## config.mk

```make
export PLATFORM = sky130hd
export DESIGN_NAME = scene_peak_auto_attenuator
export DESIGN_NICKNAME = d
export VERILOG_FILES = /design/src/spaa_pkg.sv /design/src/scene_peak_auto_attenuator.sv /design/src/spaa_front.sv /design/src/spaa_queue.sv /design/src/spaa_back.sv
export VERILOG_INCLUDE_DIRS = /design/src /design/src/src
export SDC_FILE = /design/constraint.sdc
export NUM_CORES = 1
export LEC_CHECK = 0
export ABC_CLOCK_PERIOD_IN_PS = 22800
export BUFFER_PORTS_ARGS = -buffer_cell sky130_fd_sc_hd__buf_2
export CORE_ASPECT_RATIO = 0.7
export CORE_MARGIN = 2
export CORE_UTILIZATION = 40
export DETAILED_ROUTE_END_ITERATION = 12
export PLACE_DENSITY = 0.55
export SETUP_SLACK_MARGIN = 0.3
export SYNTH_ARGS = -nofsm -noshare
export SYNTH_HDL_FRONTEND = slang
export SYNTH_HIERARCHICAL = 1
export SYNTH_SLANG_ARGS = --single-unit
```

## constraint.sdc

```tcl
create_clock -name i_clk -period 22.8 [get_ports i_clk]
set_clock_uncertainty 0.15 [all_clocks]
set_input_delay 2.28 -clock i_clk [delete_from_list [all_inputs] [get_ports i_clk]]
set_output_delay 2.28 -clock i_clk [all_outputs]
set_load 0.02 [all_outputs]
```

## src/scene_peak_auto_attenuator_macros.svh

```systemverilog
// assertion macros for the scene peak auto attenuator
// expects i_clk and i_rst_n in the module that uses them
`ifndef SCENE_PEAK_AUTO_ATTENUATOR_MACROS_SVH
`define SCENE_PEAK_AUTO_ATTENUATOR_MACROS_SVH
`ifndef ASSERT_OFF
`define SPAA_ASSERT_IMP(label, ante, cons, msg) \
    label: assert property (@(posedge i_clk) disable iff (!i_rst_n) \
        (ante) |-> (cons)) else $error(msg);
`define SPAA_ASSERT_NXT(label, ante, cons, msg) \
    label: assert property (@(posedge i_clk) disable iff (!i_rst_n) \
        (ante) |=> (cons)) else $error(msg);
`else
`define SPAA_ASSERT_IMP(label, ante, cons, msg)
`define SPAA_ASSERT_NXT(label, ante, cons, msg)
`endif
`endif

```

## src/spaa_pkg.sv

```systemverilog
// shared types and constants of the scene peak auto attenuator
// no dependencies
`default_nettype none
package spaa_pkg;

    localparam int TOLERANCE_Q8   = 64;
    localparam int FLOOR_Q8       = -36864;
    localparam int LIMITER_MIN_Q8 = -6144;
    localparam int LIMITER_MAX_Q8 = 0;
    localparam int SCENE_VER_OK   = 1;

    typedef enum logic [1:0] {
        ACT_START  = 2'd0,
        ACT_PEAK   = 2'd1,
        ACT_FINISH = 2'd2,
        ACT_NONE   = 2'd3
    } t_act;

    typedef enum logic [2:0] {
        KIND_NONE     = 3'd0,
        KIND_ATTEN    = 3'd1,
        KIND_RESTORE  = 3'd2,
        KIND_STARTED  = 3'd3,
        KIND_REJECTED = 3'd4
    } t_kind;

    typedef enum logic [2:0] {
        CFG_SCENE_VERSION = 3'd0,
        CFG_LIMITER_LEVEL = 3'd1,
        CFG_AUTO_ENABLE   = 3'd2,
        CFG_HYSTERESIS    = 3'd3,
        CFG_MAX_STEP      = 3'd4,
        CFG_MIN_INTERVAL  = 3'd5
    } t_cfg_idx;

    typedef struct packed {
        logic [7:0]         scene_version;
        logic signed [14:0] limiter_level;
        logic               auto_enable;
        logic [11:0]        hysteresis;
        logic [12:0]        max_step;
        logic [15:0]        min_interval;
    } t_cfg;

    // one classified event as it travels from front to back
    typedef struct packed {
        t_act               act;
        logic               start_ok;
        logic signed [16:0] base_level;
        logic               auto_en;
        logic signed [14:0] limiter;
        logic signed [16:0] peak;
        logic               peak_ok;
        logic [47:0]        now;
        logic signed [16:0] req;
        logic               req_ok;
        logic signed [16:0] ceil;
        logic               ceil_ok;
        logic signed [17:0] req_hi;
        logic signed [17:0] req_lo;
    } t_item;

endpackage
`default_nettype wire

```

## src/scene_peak_auto_attenuator.sv

```systemverilog
// top level of the scene peak auto attenuator: config registers, front, queue, back
// depends on spaa_pkg, spaa_front, spaa_queue, spaa_back
//
//   channel   direction  handshake              payload
//   event     in         i_valid / o_stall      i_action .. i_ceiling_valid
//   result    out        o_valid / i_stall      o_result_kind, o_target_level, o_from_safety
//   config    in         i_cfg_we (no wait)     i_cfg_idx, i_cfg_data
//
// one item per cycle while the result side does not stall; an item taken is written
// into the queue, then into the output register by the single back end update of session state
// o_stall rises only when the queue of QUEUE_DEPTH items is full
// a stalled result holds in the output register while the queue keeps filling
// synchronous active low reset restores config defaults and closes the session
`default_nettype none
module scene_peak_auto_attenuator
    import spaa_pkg::*;
#(
    parameter int QUEUE_DEPTH = 2
) (
    input  wire logic               i_clk,
    input  wire logic               i_rst_n,
    // configuration
    input  wire logic               i_cfg_we,
    input  wire logic [2:0]         i_cfg_idx,
    input  wire logic [15:0]        i_cfg_data,
    // event channel
    input  wire logic               i_valid,
    output logic                    o_stall,
    input  wire logic [1:0]         i_action,
    input  wire logic signed [16:0] i_peak_level,
    input  wire logic               i_peak_valid,
    input  wire logic [47:0]        i_now_time,
    input  wire logic signed [16:0] i_requested_level,
    input  wire logic               i_requested_valid,
    input  wire logic signed [16:0] i_ceiling_level,
    input  wire logic               i_ceiling_valid,
    // result channel
    output logic                    o_valid,
    input  wire logic               i_stall,
    output logic [2:0]              o_result_kind,
    output logic signed [16:0]      o_target_level,
    output logic                    o_from_safety
);

    t_cfg  r_cfg;
    t_item front_item;
    t_item head_item;
    logic  q_full;
    logic  q_head_valid;
    logic  q_pop;
    logic  q_push;

    // config registers; the user writes them only while idle, the block does not enforce it
    always_ff @(posedge i_clk) begin
        if (!i_rst_n) begin
            r_cfg.scene_version <= 8'd1;
            r_cfg.limiter_level <= -15'sd256;
            r_cfg.auto_enable   <= 1'b1;
            r_cfg.hysteresis    <= 12'd128;
            r_cfg.max_step      <= 13'd768;
            r_cfg.min_interval  <= 16'd250;
        end else if (i_cfg_we) begin
            unique case (i_cfg_idx)
                CFG_SCENE_VERSION: r_cfg.scene_version <= i_cfg_data[7:0];
                CFG_LIMITER_LEVEL: r_cfg.limiter_level <= i_cfg_data[14:0];
                CFG_AUTO_ENABLE:   r_cfg.auto_enable   <= i_cfg_data[0];
                CFG_HYSTERESIS:    r_cfg.hysteresis    <= i_cfg_data[11:0];
                CFG_MAX_STEP:      r_cfg.max_step      <= i_cfg_data[12:0];
                CFG_MIN_INTERVAL:  r_cfg.min_interval  <= i_cfg_data;
                default: begin
                    // indexes past the register list are ignored
                end
            endcase
        end
    end

    // taking an item only needs room in the queue
    assign o_stall = q_full;
    assign q_push  = i_valid && !q_full;

    spaa_front u_front (
        .i_cfg             (r_cfg),
        .i_action          (i_action),
        .i_peak_level      (i_peak_level),
        .i_peak_valid      (i_peak_valid),
        .i_now_time        (i_now_time),
        .i_requested_level (i_requested_level),
        .i_requested_valid (i_requested_valid),
        .i_ceiling_level   (i_ceiling_level),
        .i_ceiling_valid   (i_ceiling_valid),
        .o_item            (front_item)
    );

    spaa_queue #(
        .DEPTH (QUEUE_DEPTH)
    ) u_queue (
        .i_clk        (i_clk),
        .i_rst_n      (i_rst_n),
        .i_push       (q_push),
        .i_data       (front_item),
        .i_pop        (q_pop),
        .o_full       (q_full),
        .o_head_valid (q_head_valid),
        .o_head       (head_item)
    );

    // back end pops whenever its output register is free or being taken
    spaa_back u_back (
        .i_clk          (i_clk),
        .i_rst_n        (i_rst_n),
        .i_cfg          (r_cfg),
        .i_head_valid   (q_head_valid),
        .i_head         (head_item),
        .o_pop          (q_pop),
        .o_valid        (o_valid),
        .i_stall        (i_stall),
        .o_result_kind  (o_result_kind),
        .o_target_level (o_target_level),
        .o_from_safety  (o_from_safety)
    );

endmodule
`default_nettype wire

```

## src/spaa_front.sv

```systemverilog
// front end: decodes an event and precomputes what needs no session state
// depends on spaa_pkg
`default_nettype none
module spaa_front
    import spaa_pkg::*;
(
    input  wire t_cfg               i_cfg,
    input  wire logic [1:0]         i_action,
    input  wire logic signed [16:0] i_peak_level,
    input  wire logic               i_peak_valid,
    input  wire logic [47:0]        i_now_time,
    input  wire logic signed [16:0] i_requested_level,
    input  wire logic               i_requested_valid,
    input  wire logic signed [16:0] i_ceiling_level,
    input  wire logic               i_ceiling_valid,
    output t_item                   o_item
);

    logic scene_ok;

    always_comb begin
        scene_ok = (i_cfg.scene_version == 8'(SCENE_VER_OK)) &&
                   (i_cfg.limiter_level <= LIMITER_MAX_Q8) &&
                   (i_cfg.limiter_level >= LIMITER_MIN_Q8);

        o_item.act        = t_act'(i_action);
        o_item.start_ok   = scene_ok && i_requested_valid && i_ceiling_valid;
        o_item.base_level = (i_requested_level < i_ceiling_level) ?
                            i_requested_level : i_ceiling_level;
        o_item.auto_en    = i_cfg.auto_enable;
        o_item.limiter    = i_cfg.limiter_level;
        o_item.peak       = i_peak_level;
        o_item.peak_ok    = i_peak_valid;
        o_item.now        = i_now_time;
        o_item.req        = i_requested_level;
        o_item.req_ok     = i_requested_valid;
        o_item.ceil       = i_ceiling_level;
        o_item.ceil_ok    = i_ceiling_valid;
        // restore and attenuate margins around the requested volume
        o_item.req_hi     = {i_requested_level[16], i_requested_level} +
                            {6'd0, i_cfg.hysteresis};
        o_item.req_lo     = {i_requested_level[16], i_requested_level} -
                            {6'd0, i_cfg.hysteresis};
    end

endmodule
`default_nettype wire

```

## src/spaa_queue.sv

```systemverilog
// short fifo of classified items between front and back
// depends on spaa_pkg and the assertion macro header
`default_nettype none
`include "scene_peak_auto_attenuator_macros.svh"
module spaa_queue
    import spaa_pkg::*;
#(
    parameter int DEPTH = 2
) (
    input  wire logic  i_clk,
    input  wire logic  i_rst_n,
    input  wire logic  i_push,
    input  wire t_item i_data,
    input  wire logic  i_pop,
    output logic       o_full,
    output logic       o_head_valid,
    output t_item      o_head
);

    localparam int PTR_W = (DEPTH > 1) ? $clog2(DEPTH) : 1;
    localparam int CNT_W = $clog2(DEPTH + 1);

    t_item            r_mem [DEPTH];
    logic [PTR_W-1:0] r_wr_ptr;
    logic [PTR_W-1:0] r_rd_ptr;
    logic [CNT_W-1:0] r_count;

    function automatic logic [PTR_W-1:0] wrap_inc(input logic [PTR_W-1:0] p);
        if (p == PTR_W'(DEPTH - 1)) begin
            return '0;
        end
        return p + 1'b1;
    endfunction

    always_ff @(posedge i_clk) begin
        if (i_push) begin
            r_mem[r_wr_ptr] <= i_data;
        end
    end

    always_ff @(posedge i_clk) begin
        if (!i_rst_n) begin
            r_wr_ptr <= '0;
            r_rd_ptr <= '0;
            r_count  <= '0;
        end else begin
            if (i_push) begin
                r_wr_ptr <= wrap_inc(r_wr_ptr);
            end
            if (i_pop) begin
                r_rd_ptr <= wrap_inc(r_rd_ptr);
            end
            priority if (i_push && !i_pop) begin
                r_count <= r_count + 1'b1;
            end else if (i_pop && !i_push) begin
                r_count <= r_count - 1'b1;
            end
        end
    end

    assign o_full       = (r_count == CNT_W'(DEPTH));
    assign o_head_valid = (r_count != '0);
    assign o_head       = r_mem[r_rd_ptr];

    `SPAA_ASSERT_IMP(a_count_bound, 1'b1, r_count <= CNT_W'(DEPTH), "queue overfilled")
    `SPAA_ASSERT_IMP(a_pop_nonempty, i_pop, r_count != '0, "pop from empty queue")
    `SPAA_ASSERT_NXT(a_push_counts, i_push && !i_pop, r_count == $past(r_count) + 1'b1, "push lost")

endmodule
`default_nettype wire

```

## src/spaa_back.sv

```systemverilog
// back end: session state, start, peak and finish decisions, output register
// depends on spaa_pkg and the assertion macro header
`default_nettype none
`include "scene_peak_auto_attenuator_macros.svh"
module spaa_back
    import spaa_pkg::*;
(
    input  wire logic               i_clk,
    input  wire logic               i_rst_n,
    input  wire t_cfg               i_cfg,
    input  wire logic               i_head_valid,
    input  wire t_item              i_head,
    output logic                    o_pop,
    output logic                    o_valid,
    input  wire logic               i_stall,
    output logic [2:0]              o_result_kind,
    output logic signed [16:0]      o_target_level,
    output logic                    o_from_safety
);

    logic               r_active, n_active;
    logic               r_auto, n_auto;
    logic               r_ovr, n_ovr;
    logic signed [16:0] r_base, n_base;
    logic signed [16:0] r_last_cmd, n_last_cmd;
    logic signed [14:0] r_lim, n_lim;
    logic [47:0]        r_last_time, n_last_time;

    logic               r_out_valid;
    t_kind              r_kind, n_kind;
    logic signed [16:0] r_target, n_target;
    logic               r_safety, n_safety;

    logic signed [17:0] drift;
    logic               near;
    logic signed [18:0] lim_plus_h;
    logic               peak_high;
    logic signed [17:0] over;
    logic signed [17:0] step_cap;
    logic signed [17:0] step;
    logic signed [18:0] tgt_raw;
    logic signed [16:0] tgt;
    logic               time_ok;
    logic [47:0]        elapsed;
    logic signed [16:0] rst_tgt;
    logic               ovr_fin;

    assign o_pop = i_head_valid && (!r_out_valid || !i_stall);

    always_comb begin
        drift      = {i_head.req[16], i_head.req} - {r_last_cmd[16], r_last_cmd};
        near       = i_head.req_ok && (drift >= -TOLERANCE_Q8) && (drift <= TOLERANCE_Q8);
        lim_plus_h = {{4{r_lim[14]}}, r_lim} + {7'd0, i_cfg.hysteresis};
        peak_high  = i_head.peak > lim_plus_h;
        over       = {i_head.peak[16], i_head.peak} - {{3{r_lim[14]}}, r_lim};
        step_cap   = {5'd0, i_cfg.max_step};
        step       = (over > step_cap) ? step_cap : over;
        tgt_raw    = {{2{i_head.req[16]}}, i_head.req} - {step[17], step};
        tgt        = (tgt_raw < FLOOR_Q8) ? 17'(FLOOR_Q8) : tgt_raw[16:0];
        elapsed    = i_head.now - r_last_time;
        time_ok    = (i_head.now >= r_last_time) && (elapsed >= {32'd0, i_cfg.min_interval});
        rst_tgt    = (i_head.ceil_ok && (i_head.ceil < r_base)) ? i_head.ceil : r_base;
        ovr_fin    = r_ovr || !near;

        n_active    = r_active;
        n_auto      = r_auto;
        n_ovr       = r_ovr;
        n_base      = r_base;
        n_last_cmd  = r_last_cmd;
        n_lim       = r_lim;
        n_last_time = r_last_time;
        n_kind      = KIND_NONE;
        n_target    = '0;
        n_safety    = 1'b0;

        unique case (i_head.act)
            ACT_START: begin
                if (i_head.start_ok) begin
                    n_active    = 1'b1;
                    n_auto      = i_head.auto_en;
                    n_ovr       = 1'b0;
                    n_base      = i_head.base_level;
                    n_last_cmd  = i_head.base_level;
                    n_lim       = i_head.limiter;
                    n_last_time = '0;
                    n_kind      = KIND_STARTED;
                end else begin
                    n_kind = KIND_REJECTED;
                end
            end
            ACT_PEAK: begin
                if (!r_active || !r_auto || r_ovr || !i_head.peak_ok || !near) begin
                    if (r_active && !near) begin
                        n_ovr = 1'b1;
                    end
                end else if (time_ok && peak_high && (tgt < i_head.req_lo)) begin
                    n_last_cmd  = tgt;
                    n_last_time = i_head.now;
                    n_kind      = KIND_ATTEN;
                    n_target    = tgt;
                    n_safety    = 1'b1;
                end
            end
            ACT_FINISH: begin
                if (r_active) begin
                    n_ovr    = ovr_fin;
                    n_active = 1'b0;
                    if (r_auto && !ovr_fin && (rst_tgt > i_head.req_hi)) begin
                        n_kind   = KIND_RESTORE;
                        n_target = rst_tgt;
                    end
                end
            end
            ACT_NONE: begin
                n_kind = KIND_NONE;
            end
        endcase
    end

    always_ff @(posedge i_clk) begin
        if (!i_rst_n) begin
            r_active    <= 1'b0;
            r_auto      <= 1'b0;
            r_ovr       <= 1'b0;
            r_out_valid <= 1'b0;
        end else begin
            if (o_pop) begin
                r_active <= n_active;
                r_auto   <= n_auto;
                r_ovr    <= n_ovr;
            end
            if (o_pop) begin
                r_out_valid <= 1'b1;
            end else if (!i_stall) begin
                r_out_valid <= 1'b0;
            end
        end
    end

    always_ff @(posedge i_clk) begin
        if (o_pop) begin
            r_base      <= n_base;
            r_last_cmd  <= n_last_cmd;
            r_lim       <= n_lim;
            r_last_time <= n_last_time;
            r_kind      <= n_kind;
            r_target    <= n_target;
            r_safety    <= n_safety;
        end
    end

    assign o_valid        = r_out_valid;
    assign o_result_kind  = r_kind;
    assign o_target_level = r_target;
    assign o_from_safety  = r_safety;

    `SPAA_ASSERT_IMP(a_safety_kind, r_out_valid && r_safety,
        r_kind == KIND_ATTEN, "safety flag on non attenuate")
    `SPAA_ASSERT_IMP(a_zero_target,
        r_out_valid && (r_kind == KIND_NONE || r_kind == KIND_STARTED ||
        r_kind == KIND_REJECTED), r_target == '0, "target on non level result")
    `SPAA_ASSERT_NXT(a_start_opens, o_pop && i_head.act == ACT_START && i_head.start_ok,
        r_active, "accepted start left session closed")

endmodule
`default_nettype wire

```

# After elaboration in Yosys (flattened, before gate mapping)
# Memory sizes are Yosys's and may differ from the RTL's. A register that Yosys moved wholly into a read port is not among the register bits.
# Cells that the tools add are included.
# classes
n_bitwise,1
n_eq_ne,17
n_lt_le_gt_ge,13
n_mux,49
n_addsub,11
reduce_logical,51
# op_table
op,count
2-to-1 mux 17 bit,10
2-to-1 mux 48 bit,3
case mux 48 bit (2 select lines),1
case mux 17 bit (2 select lines),2
>= comparator 48 x 16 -> 1 bit,1
>= comparator 48 bit,1
subtractor 48 bit,1
< comparator 17 bit,2
2-to-1 mux 1 bit,23
< comparator 19 x 17 -> 1 bit (second input constant),1
subtractor 17 x 18 -> 19 bit,1
adder 17 x 13 -> 18 bit,1
>= comparator 18 x 7 -> 1 bit (second input constant),1
greater-than comparator 17 x 18 -> 1 bit,1
greater-than comparator 18 x 14 -> 1 bit,1
<= comparator 18 x 8 -> 1 bit (second input constant),1
< comparator 17 x 18 -> 1 bit,1
2-to-1 mux 18 bit,1
subtractor 17 x 13 -> 18 bit,1
subtractor 17 x 15 -> 18 bit,1
subtractor 17 x 17 -> 18 bit,1
greater-than comparator 17 x 16 -> 1 bit,1
logical AND 1 bit,17
adder 15 x 13 -> 16 bit,1
30 further kinds,67
# word_totals
word_cells,163
out_inout_bits,23
n_memories,1
mem_bits_rw,348
reg_bits,191
# memory_table
name,depth,width,rd,rd_ports_with_merged_regs,wr,line,rtl
u_queue.r_mem,2,174,1,1,1,spaa_queue.sv:23,t_item r_mem [DEPTH];

# Logic depth before layout (Yosys ltp)
# depth
word_depth,12
depth_mapped,52
ltp_nobuf,47

# Hierarchy
# The synthesis kept the hierarchy.
# by_module_without_submodules
module,seq_area_each_um2,n_inst,cells_per_inst,area_per_inst_um2
spaa_back,3623.5,1,1610,13854.5
spaa_queue,10550.1,1,563,12836.1
spaa_front,0.0,1,443,3254.4
scene_peak_auto_attenuator,1301.2,1,252,2568.7

# Worst setup path before layout
# OpenSTA, ideal clock, no wires.
# synth_timing
path_kind,register to register
start,register with a tool-made name
end,register u_back.r_last_cmd[0] (enable)
stages_incl_launch_ff,50
t_required_ns,22.141
setup_slack_ns,9.414
setup_ns,0.509
arrival_ns,12.727
cell_sequence,dfxtp_1 buf_6 buf_6 mux2_2 inv_1 ha_1 inv_1 fa_1 a21o_1 a21oi_1 o21bai_1 a31o_2 a21oi_1 xnor2_1 ha_1 nor2b_1 o21ai_0 nand2b_1 [14 not listed] o21ai_0 or3b_2 nand3_1 clkbuf_1 nor3_1 ha_1 a21o_1 a21o_1 a21o_1 a21o_1 a21oi_1 nor2b_1 o211ai_1 a32oi_1 xnor2_1 nor3b_1 or3b_2 a21oi_1
# synth_lines
item,line,rtl
to (signal assigned),spaa_back.sv:143,r_last_cmd <= n_last_cmd;
to (decl),spaa_back.sv:25,"logic signed [16:0] r_last_cmd, n_last_cmd;"

==> results.toml <==
[outcome]
status = "complete, no violations"

[cells_and_area]
seq_area_mm2 = 0.0155
area_growth_pct = 8.32
drive_gt1_share_pct = 17.4
nFillCells = 7515
final_core_util_pct = 43.7
final-instance-count-excl-fill = 3995
final_nets = 3264
multi_input_area_mm2 = 0.0146
final_area_mm2 = 0.0352

[placement]
hpwl_um = 65200
placed_cells = 3886
placement.io_buffers = 150
placed_cell_area_mm2 = 0.0333
gp_congestion = 0.891

[detailed_routing]
ant_nets = 0
vias_per_cell = 5.39
routed_wl_um = 85900
drtIter0Drc = 1660
routedWlPerCell_um = 21.5
drcViolationCount = 0
dr_total_vias = 21600
drt_pass1_iterations = 5

[timing]
tightest_slew_ns = 1.34
setup_tns_ns = 0
relSlewSlack_pct = 10.4
finalCriticalPeriod_ns = 13.11
clock.fmax_ghz = 0.0763
grt_setup_unrepaired = "false"
final-max-slew-violation-count = 0
setup_viol = 0
fin_crit_sh_pct = 57.5
hold_violations = 0

[clocking]
insertion_delay_ns = 0.64
root_buffer = "clkbuf_16"
holdBufCountCts = 0
clk_pin_slew_ns = 0.06
cts.sinks = 540
cts_buffer_depth = 3
h-tree-depth = 2
cts_tree = "done"
post_cts_resized = 0
cts_setup_buffers = 0
cts_buffers = 55

[worst_hold_path]
min_path_type = "flop to flop"

[logic_synthesis]
synth_edf_count = 466
synth_area_leaders = "edfxtp_1, ha_1, mux2_2"
synth.net_count = 3257
synth_cell_types = 90
ys_seq_area_share_pct = 47.6
synth_cells = 2868
synth_area_per_cell_um2 = 11.3
synthTopCellsByCount = "edfxtp_1, inv_1, ha_1, mux2_2, nand2_1"
syn-cell-area_mm2 = 0.0325
ys_warn_count = 6
netlist.area_leader.share_pct = 43.0
ys_ff_latch = 540
synth_most_common_cell = "edfxtp_1"
ys.flop_type = "edfxtp_1"
synth-async-reset-ratio_pct = 0
synth_top_area_cell = "edfxtp_1"

[power_and_ir_drop]
power_frac_comb_pct = 47.2
power.switching_mw = 1.69
power_density_mw_per_mm2 = 122
switching_share_pct = 39.5
seq_power_share_pct = 30.4
p_clk_share_pct = 22.4
max-vdd-ir-drop_mv = 0.0935
p_leak_nw = 14.0
power.internal_mw = 2.59

[floorplan]
dieHeight_um = 243
num_rows = 87
core_region_area_mm2 = 0.0806
io_pins = 151
start_util_pct = 40.4
die_w_um = 345
die-area_mm2 = 0.0836

[worst_setup_path]
slowest_stage = "buf_4"
criticalPathCategory = "flop to flop"
crit_arrival_ns = 13.20
critPathMaxStageDelay_ns = 0.68
cp.required_ns = 22.90
end_kind = "flop"
critPathMaxFanout = 51
worst_setup_path_start_kind = "flop"

[job]
maxCapViolations = 0

[grt]
grt_max_degree = 176
grt_pass1_vias = 20500
grt_pass1_wl_um = 128000
grt_antenna_before_repair = 2
track_usage_pct = 20.2
grt_overflow = 0
per-layer routing:
layer	wire length (um)	global-route usage (%)
met4	1470	4.18
met1	45500	33.3
met5	0	0
met2	33700	26.9
met3	5300	3.52
worst max-delay path: cells and delay by family (launching register included):
kind                     cells  cell delay, ns
adder cells (fa/ha/maj)      4            1.36
XOR/XNOR                     3            0.56
multiplexers                 2            0.70
buffers and inverters        4            1.84
AND/OR/NAND/NOR             10            2.37
flip-flops                   1            0.60
AO/OA/AOI/OAI               24            5.06
registers in the layout, summed over array words and instances (netlist names), named ones only:
| register | cells |
|---|---|
| u_queue/r_mem | 348 |
| u_back/r_active | 1 |
| u_back/r_lim | 15 |
| u_back/o_result_kind | 3 |
| u_back/r_ovr | 1 |
| u_back/o_from_safety | 1 |
| u_back/r_last_time | 48 |
| u_back/r_last_cmd | 17 |
| u_queue/r_rd_ptr | 1 |
| u_back/r_auto | 1 |
| r_cfg | 65 |
| u_back/o_target_level | 17 |
| u_queue/r_count | 2 |
| u_back/r_base | 17 |
| u_back/o_valid | 1 |
| u_queue/r_wr_ptr | 1 |
through the flow:
stage | worst slack (ns) | hold WS, ns | power [mW]
detailed placement | 9.76 | 0.303 | 3.31
floorplan | 9.41 | 0.285 | 2.75
global placement | 10.03 | 0.296 | 3.28
finish | 9.69 | 0.312 | 4.28
CTS | 9.66 | 0.314 | 4.29
global route | 8.79 | 0.329 | 4.56
cell type report:
class	count	share of cell area, %
inverter	260	2.77
tap	1068	3.79
sequential	540	43.9
antenna	5	0.0355
clock buffer	73	4.25
clock inverter	31	1.18
multi-input combinational	1852	41.5
timing repair buffer	166	2.51
power by group through the flow:
stage	Combinational [mW]	Clock (mW)	Sequential (mW)
2_1_floorplan	1.41	0	1.34
3_3_place_gp	1.96	0	1.32
3_5_place_dp	1.98	0	1.32
4_1_cts	2.00	0.990	1.30
5_1_grt	2.22	1.02	1.31
6_report	2.02	0.960	1.30
cell families after synthesis:
family / Yosys count / share of synthesized area [%]
simple gates: 636 / 10.2
compound gates: 547 / 11.3
flops: 540 / 47.6
buf+inv: 476 / 7.57
mux: 304 / 10.3
fa+ha+maj: 261 / 10.2
xor+xnor: 104 / 2.82
placed cells by master, fill, tap and decap left out, types with 92 or more instances in the layout:
cell	instances
o21ai_0	92
nor2_1	107
mux2i_1	93
ha_1	253
nand2_1	177
mux2_2	201
edfxtp_1	466
inv_1	258
a21oi_1	160
buf_2	150
path summary, 6_finish.rpt:
check                                                           end                    from  slack, ns  cells past startpoint
worst min-delay path                         r_cfg[14]$_SDFFE_PN0P_  r_cfg[14]$_SDFFE_PN0P_       0.31                      2
worst max register to register  u_back/r_last_time[7]$_SDFFCE_PP0P_                    flop       9.69                     47
worst max-delay path            u_back/r_last_time[7]$_SDFFCE_PP0P_                    flop       9.69                     47
worst min register to register               r_cfg[14]$_SDFFE_PN0P_  r_cfg[14]$_SDFFE_PN0P_       0.31                      2
Power figures use the tool's default switching activity.
